`src/rtl/core/thermistor_poly_median_filter_unit_defines.svh`:
```
// assertion macros for the thermistor polynomial median filter
// expects aclk and aresetn in the scope of each use
`ifndef THERMISTOR_POLY_MEDIAN_FILTER_UNIT_DEFINES_SVH
`define THERMISTOR_POLY_MEDIAN_FILTER_UNIT_DEFINES_SVH

// condition holds at every edge out of reset
`define TPMF_ASSERT_HOLDS(label, cond, msg) \
    label: assert property (@(posedge aclk) disable iff (!aresetn) (cond)) \
        else $error(msg);

// same-cycle implication
`define TPMF_ASSERT_IMPLIES(label, ante, cons, msg) \
    label: assert property (@(posedge aclk) disable iff (!aresetn) (ante) |-> (cons)) \
        else $error(msg);

// next-cycle implication
`define TPMF_ASSERT_NEXT(label, ante, cons, msg) \
    label: assert property (@(posedge aclk) disable iff (!aresetn) (ante) |=> (cons)) \
        else $error(msg);

`endif

```
`src/rtl/core/tpmf_pkg.sv`:
```
// types, register indexes, reset values and fixed-point constants
// for the thermistor polynomial median filter; no dependencies
package tpmf_pkg;

    localparam int ADC_BITS        = 12;
    localparam int TEMP_BITS       = 18;
    localparam int WINDOW_SIZE_DEF = 5;
    localparam int FIELD_W         = TEMP_BITS - 1;
    localparam int FRAC_BITS       = 14;
    localparam int REG_IDX_W       = 3;
    localparam int COEF_NUM        = 5;
    localparam int COEF_IDX_W      = $clog2(COEF_NUM);

    // sample to volts: round(s * 3.3 * 2^14 / fullscale) = s * VOLT_INT + frac part
    localparam int ADC_FS      = 2 ** ADC_BITS - 1;
    localparam int VOLT_NUM    = 33 * (2 ** FRAC_BITS);
    localparam int VOLT_DEN    = 10 * ADC_FS;
    localparam int VOLT_INT    = VOLT_NUM / VOLT_DEN;
    localparam int VOLT_REM    = VOLT_NUM % VOLT_DEN;
    localparam int VOLT_HALF   = VOLT_DEN / 2;
    localparam int NUM_MAX     = ADC_FS * VOLT_REM + VOLT_HALF;
    localparam int NUM_W       = $clog2(NUM_MAX + 1);
    localparam int RECIP_SHIFT = NUM_W;
    localparam int RECIP       = (2 ** RECIP_SHIFT) / VOLT_DEN;
    localparam int QUO_W       = $clog2(NUM_MAX / VOLT_DEN + 2);
    localparam int VOLT_W      = $clog2(VOLT_NUM / 10 + 2);

    // horner accumulator and shared multiplier widths
    localparam int ACC_W      = 25;
    localparam int MUL_A_W    = ((NUM_W > ACC_W) ? NUM_W : ACC_W) + 1;
    localparam int MUL_B_W    = VOLT_W + 1;
    localparam int MUL_P_W    = MUL_A_W + MUL_B_W;
    localparam int ROUND_HALF = 2 ** (FRAC_BITS - 1);

    typedef logic signed [FIELD_W-1:0] field_t;
    typedef logic signed [ACC_W-1:0]   acc_t;

    localparam acc_t SAT_HI = acc_t'(2 ** (TEMP_BITS - 2) - 1);
    localparam acc_t SAT_LO = acc_t'(-(2 ** (TEMP_BITS - 2)));

    localparam field_t COEF_C0_RST     = 17'sd34368;
    localparam field_t COEF_C1_RST     = -17'sd40051;
    localparam field_t COEF_C2_RST     = 17'sd27044;
    localparam field_t COEF_C3_RST     = -17'sd10450;
    localparam field_t COEF_C4_RST     = 17'sd1544;
    localparam field_t VALID_MIN_RST   = 17'sd2560;
    localparam field_t VALID_MAX_RST   = 17'sd12800;
    localparam field_t ALARM_LEVEL_RST = 17'sd12800;

    typedef enum logic [REG_IDX_W-1:0] {
        REG_COEF_C0,
        REG_COEF_C1,
        REG_COEF_C2,
        REG_COEF_C3,
        REG_COEF_C4,
        REG_VALID_MIN,
        REG_VALID_MAX,
        REG_ALARM_LEVEL
    } reg_idx_t;

    typedef enum logic [3:0] {
        ST_IDLE,
        ST_VSCALE,
        ST_VSUM,
        ST_VRECIP,
        ST_VCHECK,
        ST_VFIX,
        ST_HMUL,
        ST_HACC,
        ST_SAT,
        ST_MEDIAN,
        ST_DONE
    } state_t;

endpackage

```
`src/rtl/core/thermistor_poly_median_filter_unit.sv`:
```
// thermistor linearization by horner polynomial and median-of-window filter
// uses tpmf_pkg and the assertion macros of thermistor_poly_median_filter_unit_defines.svh
//
//  port group | direction | handshake        | payload
//  cfg        | in        | cfg_wr_en        | cfg_index, cfg_data
//  s          | in        | s_valid, s_ready | s_adc_sample
//  m          | out       | m_valid, m_ready | raw, median, filtered temp, accepted, alarm
//
// one shared signed multiplier with a registered product does all products:
// 3 for the volts conversion, 4 horner steps (multiply, then round and add)
// an item runs volts conversion, horner steps, saturation and median search in turn;
// the median search tries 1..WINDOW_SIZE candidates; a new sample is taken once the result is registered
// result waits in an output register; a new sample is taken meanwhile
// synchronous active-low reset clears control, fill count and held value and loads config reset values
`include "thermistor_poly_median_filter_unit_defines.svh"

module thermistor_poly_median_filter_unit
    import tpmf_pkg::*;
#(
    parameter int WINDOW_SIZE = WINDOW_SIZE_DEF
) (
    input  logic                 aclk,
    input  logic                 aresetn,
    input  logic                 cfg_wr_en,
    input  logic [REG_IDX_W-1:0] cfg_index,
    input  logic [FIELD_W-1:0]   cfg_data,
    input  logic                 s_valid,
    output logic                 s_ready,
    input  logic [ADC_BITS-1:0]  s_adc_sample,
    output logic                 m_valid,
    input  logic                 m_ready,
    output logic signed [FIELD_W-1:0] m_raw_temp,
    output logic signed [FIELD_W-1:0] m_median_temp,
    output logic signed [FIELD_W-1:0] m_filtered_temp,
    output logic                 m_accepted,
    output logic                 m_alarm
);

    localparam int CNT_W = $clog2(WINDOW_SIZE + 1);
    localparam int IDX_W = (WINDOW_SIZE > 1) ? $clog2(WINDOW_SIZE) : 1;

    state_t state_reg, state_next;

    field_t coef_reg [COEF_NUM];
    field_t coef_next [COEF_NUM];
    field_t vmin_reg, vmin_next;
    field_t vmax_reg, vmax_next;
    field_t alarm_lvl_reg, alarm_lvl_next;

    logic [ADC_BITS-1:0]       sample_reg, sample_next;
    logic signed [MUL_P_W-1:0] prod_reg, prod_next;
    logic [NUM_W-1:0]          num_reg, num_next;
    logic [QUO_W-1:0]          quo_reg, quo_next;
    logic [VOLT_W-1:0]         volt_reg, volt_next;
    acc_t                      acc_reg, acc_next;
    logic [COEF_IDX_W-1:0]     k_reg, k_next;
    field_t                    raw_reg, raw_next;
    field_t                    hist_reg [WINDOW_SIZE];
    field_t                    hist_next [WINDOW_SIZE];
    logic [CNT_W-1:0]          fill_reg, fill_next;
    logic [IDX_W-1:0]          cand_reg, cand_next;
    field_t                    med_reg, med_next;
    field_t                    held_reg, held_next;

    logic   m_valid_reg, m_valid_next;
    field_t m_raw_reg, m_raw_next;
    field_t m_med_reg, m_med_next;
    field_t m_filt_reg, m_filt_next;
    logic   m_acc_reg, m_acc_next;
    logic   m_alarm_reg, m_alarm_next;

    // shared multiplier operands and helpers
    logic signed [MUL_A_W-1:0] mul_a;
    logic signed [MUL_B_W-1:0] mul_b;
    logic [QUO_W-1:0]          quo_now;
    logic [NUM_W-1:0]          rem;
    logic                      rem_fix;
    logic signed [MUL_P_W-1:0] rnd;
    field_t                    sat_val;
    field_t                    cand_val;
    logic [CNT_W-1:0]          lt_cnt;
    logic [CNT_W-1:0]          le_cnt;
    logic [CNT_W-1:0]          mid;
    logic                      in_range;
    field_t                    held_new;

    assign quo_now = prod_reg[RECIP_SHIFT +: QUO_W];
    assign rem     = num_reg - prod_reg[NUM_W-1:0];
    assign rem_fix = (rem >= NUM_W'(VOLT_DEN));
    assign rnd     = (prod_reg + MUL_P_W'(ROUND_HALF)) >>> FRAC_BITS;
    assign mid     = fill_reg >> 1;
    assign cand_val = hist_reg[cand_reg];
    assign in_range = (med_reg >= vmin_reg) && (med_reg <= vmax_reg);
    assign held_new = in_range ? med_reg : held_reg;

    always_comb begin
        priority if (acc_reg > SAT_HI) begin
            sat_val = FIELD_W'(SAT_HI);
        end else if (acc_reg < SAT_LO) begin
            sat_val = FIELD_W'(SAT_LO);
        end else begin
            sat_val = FIELD_W'(acc_reg);
        end
    end

    // rank of the current candidate among the filled entries
    always_comb begin
        lt_cnt = '0;
        le_cnt = '0;
        for (int j = 0; j < WINDOW_SIZE; j++) begin
            if (CNT_W'(j) < fill_reg) begin
                lt_cnt = lt_cnt + CNT_W'(hist_reg[j] < cand_val);
                le_cnt = le_cnt + CNT_W'(hist_reg[j] <= cand_val);
            end
        end
    end

    always_comb begin
        unique case (state_reg)
            ST_VSCALE: begin
                mul_a = MUL_A_W'(sample_reg);
                mul_b = MUL_B_W'(VOLT_REM);
            end
            ST_VRECIP: begin
                mul_a = MUL_A_W'(num_reg);
                mul_b = MUL_B_W'(RECIP);
            end
            ST_VCHECK: begin
                mul_a = MUL_A_W'(VOLT_DEN);
                mul_b = MUL_B_W'(quo_now);
            end
            ST_HMUL: begin
                mul_a = MUL_A_W'(acc_reg);
                mul_b = MUL_B_W'(volt_reg);
            end
            default: begin
                mul_a = '0;
                mul_b = '0;
            end
        endcase
        prod_next = mul_a * mul_b;
    end

    // sequencer: next state and next register values
    always_comb begin
        state_next     = state_reg;
        coef_next      = coef_reg;
        vmin_next      = vmin_reg;
        vmax_next      = vmax_reg;
        alarm_lvl_next = alarm_lvl_reg;
        sample_next    = sample_reg;
        num_next       = num_reg;
        quo_next       = quo_reg;
        volt_next      = volt_reg;
        acc_next       = acc_reg;
        k_next         = k_reg;
        raw_next       = raw_reg;
        hist_next      = hist_reg;
        fill_next      = fill_reg;
        cand_next      = cand_reg;
        med_next       = med_reg;
        held_next      = held_reg;
        m_valid_next   = m_valid_reg && !m_ready;
        m_raw_next     = m_raw_reg;
        m_med_next     = m_med_reg;
        m_filt_next    = m_filt_reg;
        m_acc_next     = m_acc_reg;
        m_alarm_next   = m_alarm_reg;
        s_ready        = 1'b0;

        if (cfg_wr_en) begin
            unique case (reg_idx_t'(cfg_index))
                REG_COEF_C0:     coef_next[0]   = cfg_data;
                REG_COEF_C1:     coef_next[1]   = cfg_data;
                REG_COEF_C2:     coef_next[2]   = cfg_data;
                REG_COEF_C3:     coef_next[3]   = cfg_data;
                REG_COEF_C4:     coef_next[4]   = cfg_data;
                REG_VALID_MIN:   vmin_next      = cfg_data;
                REG_VALID_MAX:   vmax_next      = cfg_data;
                REG_ALARM_LEVEL: alarm_lvl_next = cfg_data;
            endcase
        end

        unique case (state_reg)
            ST_IDLE: begin
                s_ready = 1'b1;
                if (s_valid) begin
                    sample_next = s_adc_sample;
                    state_next  = ST_VSCALE;
                end
            end
            ST_VSCALE: begin
                state_next = ST_VSUM;
            end
            ST_VSUM: begin
                num_next   = prod_reg[NUM_W-1:0] + NUM_W'(VOLT_HALF);
                state_next = ST_VRECIP;
            end
            ST_VRECIP: begin
                state_next = ST_VCHECK;
            end
            ST_VCHECK: begin
                quo_next   = quo_now;
                state_next = ST_VFIX;
            end
            ST_VFIX: begin
                // quotient estimate is low by at most one
                volt_next = VOLT_W'(VOLT_W'(sample_reg) * VOLT_W'(VOLT_INT))
                          + VOLT_W'(quo_reg) + VOLT_W'(rem_fix);
                acc_next   = ACC_W'(coef_reg[COEF_NUM-1]);
                k_next     = COEF_IDX_W'(COEF_NUM - 2);
                state_next = ST_HMUL;
            end
            ST_HMUL: begin
                state_next = ST_HACC;
            end
            ST_HACC: begin
                acc_next = ACC_W'(rnd) + ACC_W'(coef_reg[k_reg]);
                if (k_reg == '0) begin
                    state_next = ST_SAT;
                end else begin
                    k_next     = k_reg - 1'b1;
                    state_next = ST_HMUL;
                end
            end
            ST_SAT: begin
                raw_next = sat_val;
                for (int i = WINDOW_SIZE - 1; i > 0; i--) begin
                    hist_next[i] = hist_reg[i-1];
                end
                hist_next[0] = sat_val;
                if (fill_reg < CNT_W'(WINDOW_SIZE)) begin
                    fill_next = fill_reg + 1'b1;
                end
                cand_next  = '0;
                state_next = ST_MEDIAN;
            end
            ST_MEDIAN: begin
                if ((lt_cnt <= mid) && (le_cnt > mid)) begin
                    med_next   = cand_val;
                    state_next = ST_DONE;
                end else begin
                    cand_next = cand_reg + 1'b1;
                end
            end
            ST_DONE: begin
                if (!m_valid_reg || m_ready) begin
                    held_next    = held_new;
                    m_valid_next = 1'b1;
                    m_raw_next   = raw_reg;
                    m_med_next   = med_reg;
                    m_filt_next  = held_new;
                    m_acc_next   = in_range;
                    m_alarm_next = (held_new >= alarm_lvl_reg);
                    state_next   = ST_IDLE;
                end
            end
            default: begin
                state_next = ST_IDLE;
            end
        endcase
    end

    always_ff @(posedge aclk) begin
        if (!aresetn) begin
            state_reg     <= ST_IDLE;
            coef_reg[0]   <= COEF_C0_RST;
            coef_reg[1]   <= COEF_C1_RST;
            coef_reg[2]   <= COEF_C2_RST;
            coef_reg[3]   <= COEF_C3_RST;
            coef_reg[4]   <= COEF_C4_RST;
            vmin_reg      <= VALID_MIN_RST;
            vmax_reg      <= VALID_MAX_RST;
            alarm_lvl_reg <= ALARM_LEVEL_RST;
            fill_reg      <= '0;
            held_reg      <= '0;
            m_valid_reg   <= 1'b0;
        end else begin
            state_reg     <= state_next;
            coef_reg      <= coef_next;
            vmin_reg      <= vmin_next;
            vmax_reg      <= vmax_next;
            alarm_lvl_reg <= alarm_lvl_next;
            fill_reg      <= fill_next;
            held_reg      <= held_next;
            m_valid_reg   <= m_valid_next;
        end
    end

    always_ff @(posedge aclk) begin
        sample_reg  <= sample_next;
        prod_reg    <= prod_next;
        num_reg     <= num_next;
        quo_reg     <= quo_next;
        volt_reg    <= volt_next;
        acc_reg     <= acc_next;
        k_reg       <= k_next;
        raw_reg     <= raw_next;
        hist_reg    <= hist_next;
        cand_reg    <= cand_next;
        med_reg     <= med_next;
        m_raw_reg   <= m_raw_next;
        m_med_reg   <= m_med_next;
        m_filt_reg  <= m_filt_next;
        m_acc_reg   <= m_acc_next;
        m_alarm_reg <= m_alarm_next;
    end

    assign m_valid         = m_valid_reg;
    assign m_raw_temp      = m_raw_reg;
    assign m_median_temp   = m_med_reg;
    assign m_filtered_temp = m_filt_reg;
    assign m_accepted      = m_acc_reg;
    assign m_alarm         = m_alarm_reg;

    `TPMF_ASSERT_HOLDS(a_fill_bound, fill_reg <= CNT_W'(WINDOW_SIZE), "fill count above window")
    `TPMF_ASSERT_IMPLIES(a_cand_in_fill, state_reg == ST_MEDIAN, (fill_reg != '0) && (CNT_W'(cand_reg) < fill_reg), "median search ran past filled entries")
    `TPMF_ASSERT_IMPLIES(a_accept_takes_median, m_valid && m_accepted, m_filtered_temp == m_median_temp, "accepted median not held")
    `TPMF_ASSERT_NEXT(a_busy_after_transfer, s_valid && s_ready, !s_ready, "ready after input transfer")

endmodule
```
`config.mk`:
```
export PLATFORM = sky130hd
export DESIGN_NAME = thermistor_poly_median_filter_unit
export DESIGN_NICKNAME = d
export VERILOG_FILES = /design/src/rtl/core/tpmf_pkg.sv /design/src/rtl/core/thermistor_poly_median_filter_unit.sv
export VERILOG_INCLUDE_DIRS = /design/src /design/src/rtl/core
export SDC_FILE = /design/constraint.sdc
export NUM_CORES = 2
export LEC_CHECK = 0
export BUFFER_PORTS_ARGS = -buffer_cell sky130_fd_sc_hd__clkbuf_2
export CAP_MARGIN = 20
export CORE_MARGIN = 4
export CORE_UTILIZATION = 58
export DETAILED_ROUTE_END_ITERATION = 10
export GPL_TIMING_DRIVEN = 0
export PLACE_DENSITY = 0.75
export SLEW_MARGIN = 20
export SYNTH_ARGS = -nofsm -noshare
export SYNTH_HDL_FRONTEND = slang
export SYNTH_SLANG_ARGS = --single-unit
```
`constraint.sdc`:
```
create_clock -name aclk -period 10 [get_ports aclk]
set_input_delay 2 -clock aclk [delete_from_list [all_inputs] [get_ports aclk]]
set_output_delay 2 -clock aclk [all_outputs]
set_load 0.02 [all_outputs]
```
### Word-level counts from Yosys, hierarchy flattened

Cells that the tools add are included.

* input bits: 37
* word-level logic and storage cells: 159
* register bits after elaboration: 450
* output and inout port bits: 55

* bitwise logic cells: 2
* multipliers: 2
* reductions and logical operators: 26
* eq/ne operators: 22
* $lt $le $gt $ge: 26
* $add $sub $neg: 17
* muxes and demuxes: 33

Operators by type and width (count)
* $pmux W27 S4: 1
* $bmux W17 S3: 2
* $le A17 B17 Y1: 6
* $mux W17: 6
* $lt A17 B17 Y1: 5
* $pmux W16 S4: 1
* $pmux W25 S2: 1
* $pmux W4 S11: 1
* $add A39 B15 Y39 const B: 1
* $mul A27 B17 Y39: 1
* $ge A17 B17 Y1: 2
* $mux W3: 10
* $reduce_and A2 Y1: 14
* $add A26 B15 Y26 const B: 1
* $ge A26 B16 Y1 const B: 1
* $sub A26 B26 Y26: 1
* $add A25 B17 Y25: 1
* $gt A25 B17 Y1 const B: 1
* $lt A25 B17 Y1 const B: 1
* $add A3 B1 Y3: 8
* $add A16 B1 Y16: 1
* $add A16 B10 Y16: 1
* $eq A4 B3 Y1 const B: 4
* $mul A12 B4 Y16 const B: 1
* other kinds (27): 56

### Logic depth before layout (Yosys ltp)

* depth in word-level cells: 18
* gate-level depth with buffers: 37
* mapped depth without buffers: 35

### Worst setup path before layout

OpenSTA, ideal clock, no wires.

* kind: reg-to-reg
* start: register state_reg[2]
* end: register prod_reg[38]
* cell stages (with the launch flop): 31
* path buffers: 4
* period minus slack after synthesis: 8.215 ns
* required time: 9.928 ns
* arrival: 8.143 ns
* setup slack: 1.785 ns
* library setup time: 0.072 ns
* path through: dfxtp_1 -> clkbuf_1 -> inv_1 -> nand2_1 -> nor2_1 -> clkbuf_1 -> clkbuf_1 -> a221oi_1 -> nor2_1 -> fa_1 -> inv_1 -> fa_1 -> fa_1 -> inv_1 -> fa_1 -> fa_1 -> inv_1 -> fa_1 -> inv_1 -> ha_1 -> clkbuf_1 -> o21a_1 -> o211ai_1 -> a2111oi_2 -> or4_4 -> a221o_2 -> a221oi_4 -> o21ai_2 -> a221o_1 -> a21oi_2 -> xnor2_1

* longest elaborated chain between the ends: 3
* elaborated cells between the ends (all ways): 7

Ends and longest elaborated chain
* start: declaration: line thermistor_poly_median_filter_unit.sv:42 `state_t state_reg, state_next;`
* start signal: assignment: line thermistor_poly_median_filter_unit.sv:279 `state_reg <= state_next;`
* $eq A4 B3 Y1, or another cell as far along: line thermistor_poly_median_filter_unit.sv:119 `unique case (state_reg)`
* $pmux W27 S4 / $pmux W16 S4 (equally long branches): line thermistor_poly_median_filter_unit.sv:119
* $mul A27 B17 Y39 (*): line thermistor_poly_median_filter_unit.sv:141 `prod_next = mul_a * mul_b;`
* named net prod_next[38]: line thermistor_poly_median_filter_unit.sv:51 `logic signed [MUL_P_W-1:0] prod_reg, prod_next;`
* end signal: assignment: line thermistor_poly_median_filter_unit.sv:292 `prod_reg <= prod_next;`
* end: declaration: line thermistor_poly_median_filter_unit.sv:51

The timed path passes the listed nets; every way through them passes the cells marked *.
A chain may end at the register's enable or synchronous reset.

### Worst setup path after layout

Same ends and word-level chain as after synthesis.

==> results.py <==
metrics = {
    "timing": {
        "setup_violations": 0,
        "tightest_slew_ns": 0.984,
        "clock.fmax_mhz": 104,
        "relSlewSlack": 0.344,
        "skew_ns": 0.0329,
        "finalHoldViolCount": 0,
        "setup-tns-final_ns": 0,
        "rsz0062_at_grt": "false",
        "report.final.slew_viol_count": 0,
        "period_share": 0.962,
        "hold_slack_ns": 0.460,
        "min_period_ns": 9.62,
    },
    "clocking": {
        "cts.htree.levels": 2,
        "clk_path_buf_depth": 3,
        "path_clk_slew_ns": 0.06,
        "clkLatencyLatePin_ns": 0.61,
        "cts.sinks": 450,
        "numCtsBuffers": 47,
        "root_buffer": "clkbuf_16",
        "cts_tree": "built",
    },
    "power": {
        "p_sw_mw": 1.50,
        "p_per_area_nw_per_um2": 115,
        "combPwrFrac": 0.213,
        "peakVddDrop_v": 0.000133,
        "swShare": 0.305,
        "internal_power_mw": 3.42,
        "p_seq_frac": 0.424,
        "power_frac_clock": 0.363,
        "p_leak_nw": 18.9,
    },
    "routing": {
        "ant_nets": 0,
        "vias_per_cell": 5.83,
        "wl_per_cell_um": 20.9,
        "drc": 0,
        "drt_pass1_iterations": 7,
        "num_vias": 30800,
        "routed_wl_mm": 110,
        "drt_iter0_drc": 2895,
    },
    "synthesis": {
        "seq_area_frac_synth": 0.292,
        "ys.flop_type": "edfxtp_1",
        "syn_nets": 4987,
        "ys_seq_elements": 450,
        "postSynth.asyncResetShare": 0,
        "synth_warnings": 0,
        "netlist_area_um2": 39500,
        "synth_cells": 4207,
        "synth_edf_count": 250,
        "avgSynthCellArea_um2": 9.38,
        "ys_types": 77,
    },
    "setup_path": {
        "cp_slowest_cell": "fa_1",
        "cpMostUsedCell": "fa_1",
        "worst-path-buf-inv": 9,
        "slowest_delay_ns": 0.55,
        "crit_type": "register to register",
        "cp-start-kind": "register",
        "path_max_fanout": 10,
        "cp-end-kind": "register",
        "cp_top_family": "adder cells",
        "critPathRequiredTime_ns": 10.53,
        "cp_data_arrival_time_ns": 10.15,
    },
    "floorplan": {
        "die_area_um2": 72300,
        "io_pins": 92,
        "die_h_um": 269,
        "die_w_um": 269,
        "initial_core_util": 0.586,
        "core_um2": 67300,
        "rows": 95,
    },
    "place": {
        "portBuffers": 71,
        "dp_hpwl_mm": 87.8,
        "gp_congestion": 0.956,
    },
    "grt": {
        "grt_pass1_vias": 31100,
        "grt_use_total": 0.310,
        "grt_max_degree": 28,
        "antenna_found_initial": 1,
        "grt-ovfl-total": 0,
        "grt_pass1_wl_mm": 173,
    },
    "run_status": {
        "outcome": "complete, no violations",
    },
    "finish": {
        "n_fill_cell": 5490,
        "multiInputGateArea_um2": 24800,
        "post-route-util": 0.637,
        "final_nets": 5137,
        "ff_latch_area_um2": 11500,
        "area_growth_pct": 8.61,
        "layout-drive-gt1-share": 0.0633,
    },
    "run": {
        "max_cap_viol_count": 0,
    },
    "min_path": {
        "hold_class": "register to register",
    },
}
[synth_stat cells, drive strengths merged, types with 16 or more instances]
cell type,count,area (µm²)
edfxtp,250,7510
xor2,32,280
nand3,70,350
a22oi,20,150
a21o,66,497
a22o,18,158
xnor2,121,1060
mux2,23,259
nor3,33,165
o22ai,21,131
nand2b,36,225
fa,400,8010
mux2i,91,911
a221o,16,161
a21boi,101,758
nand2,629,2360
clkbuf,145,548
nor2b,38,238
a221oi,20,193
o21ai,91,459
ha,343,4290
nand4,33,206
o22a,16,140
o21a,45,339
a21oi,150,766
nor2,311,1170
and2,17,106
buf,28,159
dfxtp,200,4000
inv,671,2520
[repair_timing]
item / CTS / global route
hold buffers: 0 / 0
buffers inserted: 0 / 0
setup endpoints to repair: 6 / 7
resized for setup: 2 / 28
[cell type report]
class	instances	share of cell area
Multi-Input combinational cell	2913	0.580
Sequential cell	450	0.269
Inverter	671	0.0588
Clock buffer	67	0.0318
Tap cell	873	0.0255
Buffer	173	0.0168
Timing Repair Buffer	101	0.0135
Clock inverter	20	0.00502
Antenna cell	3	0.000175
[metrics by stage]
stage          power (mW)  instances  worst slack [ns]  area [µm²]
6_report             4.93       5271             0.378       42800
5_1_grt              5.13       5268            0.0333       42800
3_5_place_dp         3.14       5177            -0.219       41200
2_1_floorplan        2.83       4207              1.79       39500
4_1_cts              4.91       5264            0.0631       42800
3_3_place_gp         3.11       5151            -0.613       40900
[path summary, 6_finish.rpt]
check | startpoint | end | slack (ns) | depth (start not counted)
worst max register to register | state_reg[2] | prod_reg[38] | 0.38 | 30
worst max-delay path | state_reg[2] | prod_reg[38] | 0.38 | 30
worst min register to register | held_reg[15] | held_reg[15] | 0.46 | 2
worst min-delay path | held_reg[15] | held_reg[15] | 0.46 | 2
[routing by layer]
layer | wire length [µm] | global-route usage
met5 | 0 | 0
met4 | 4690 | 0.122
met3 | 11100 | 0.0725
met2 | 49300 | 0.484
met1 | 44800 | 0.425
[kinds of logic (layout without fill, tap and decap cells)]
| family | count (synthesis) | after routing | share of synthesized area |
|---|---|---|---|
| and+or+nand+nor | 1227 | 1227 | 0.133 |
| buffers and inverters | 844 | 1032 | 0.0818 |
| adders and majority gates | 743 | 743 | 0.312 |
| AOI/OAI and AO/OA | 676 | 676 | 0.118 |
| DFF | 450 | 450 | 0.292 |
| xor gates and xnor gates | 153 | 153 | 0.0340 |
| muxes | 114 | 114 | 0.0297 |
| other | 0 | 3 | 0 |
[cell usage in the layout, fill, tap and decap left out, types with 16 or more instances in the layout]
cell type  count
inv_1        671
edfxtp_1     250
clkbuf_1     142
and2_1        17
fa_1         400
nand3_1       70
a21o_1        65
xor2_1        32
buf_4         35
o21a_1        44
clkbuf_16     49
o22a_1        16
o22ai_1       20
a21oi_1      146
a22oi_1       20
xnor2_1      121
mux2_2        23
clkbuf_2      86
nor2_1       307
a22o_1        18
nand4_1       33
o21ai_0       88
mux2i_1       91
ha_1         343
nor3_1        29
nand2_1      628
dfxtp_1      200
a21boi_0     101
nand2b_1      36
nor2b_1       38
[power groups by stage]
stage | combinational, mW | clock, mW | sequential, mW
final | 1.05 | 1.79 | 2.09
after global routing | 1.16 | 1.87 | 2.09
after CTS | 1.03 | 1.80 | 2.08
after detailed placement | 1.02 | 0 | 2.12
after global placement | 0.989 | 0 | 2.12
after floorplan | 0.736 | 0 | 2.09
[tightest hold or removal path, delay by kind of cell (launching register included)]
kind	cells	cell delay, ns
AND/OR/NAND/NOR	1	0.05
multiplexers	1	0.06
flip-flops	1	0.31
No activity file was read; power rests on OpenSTA's default activity.
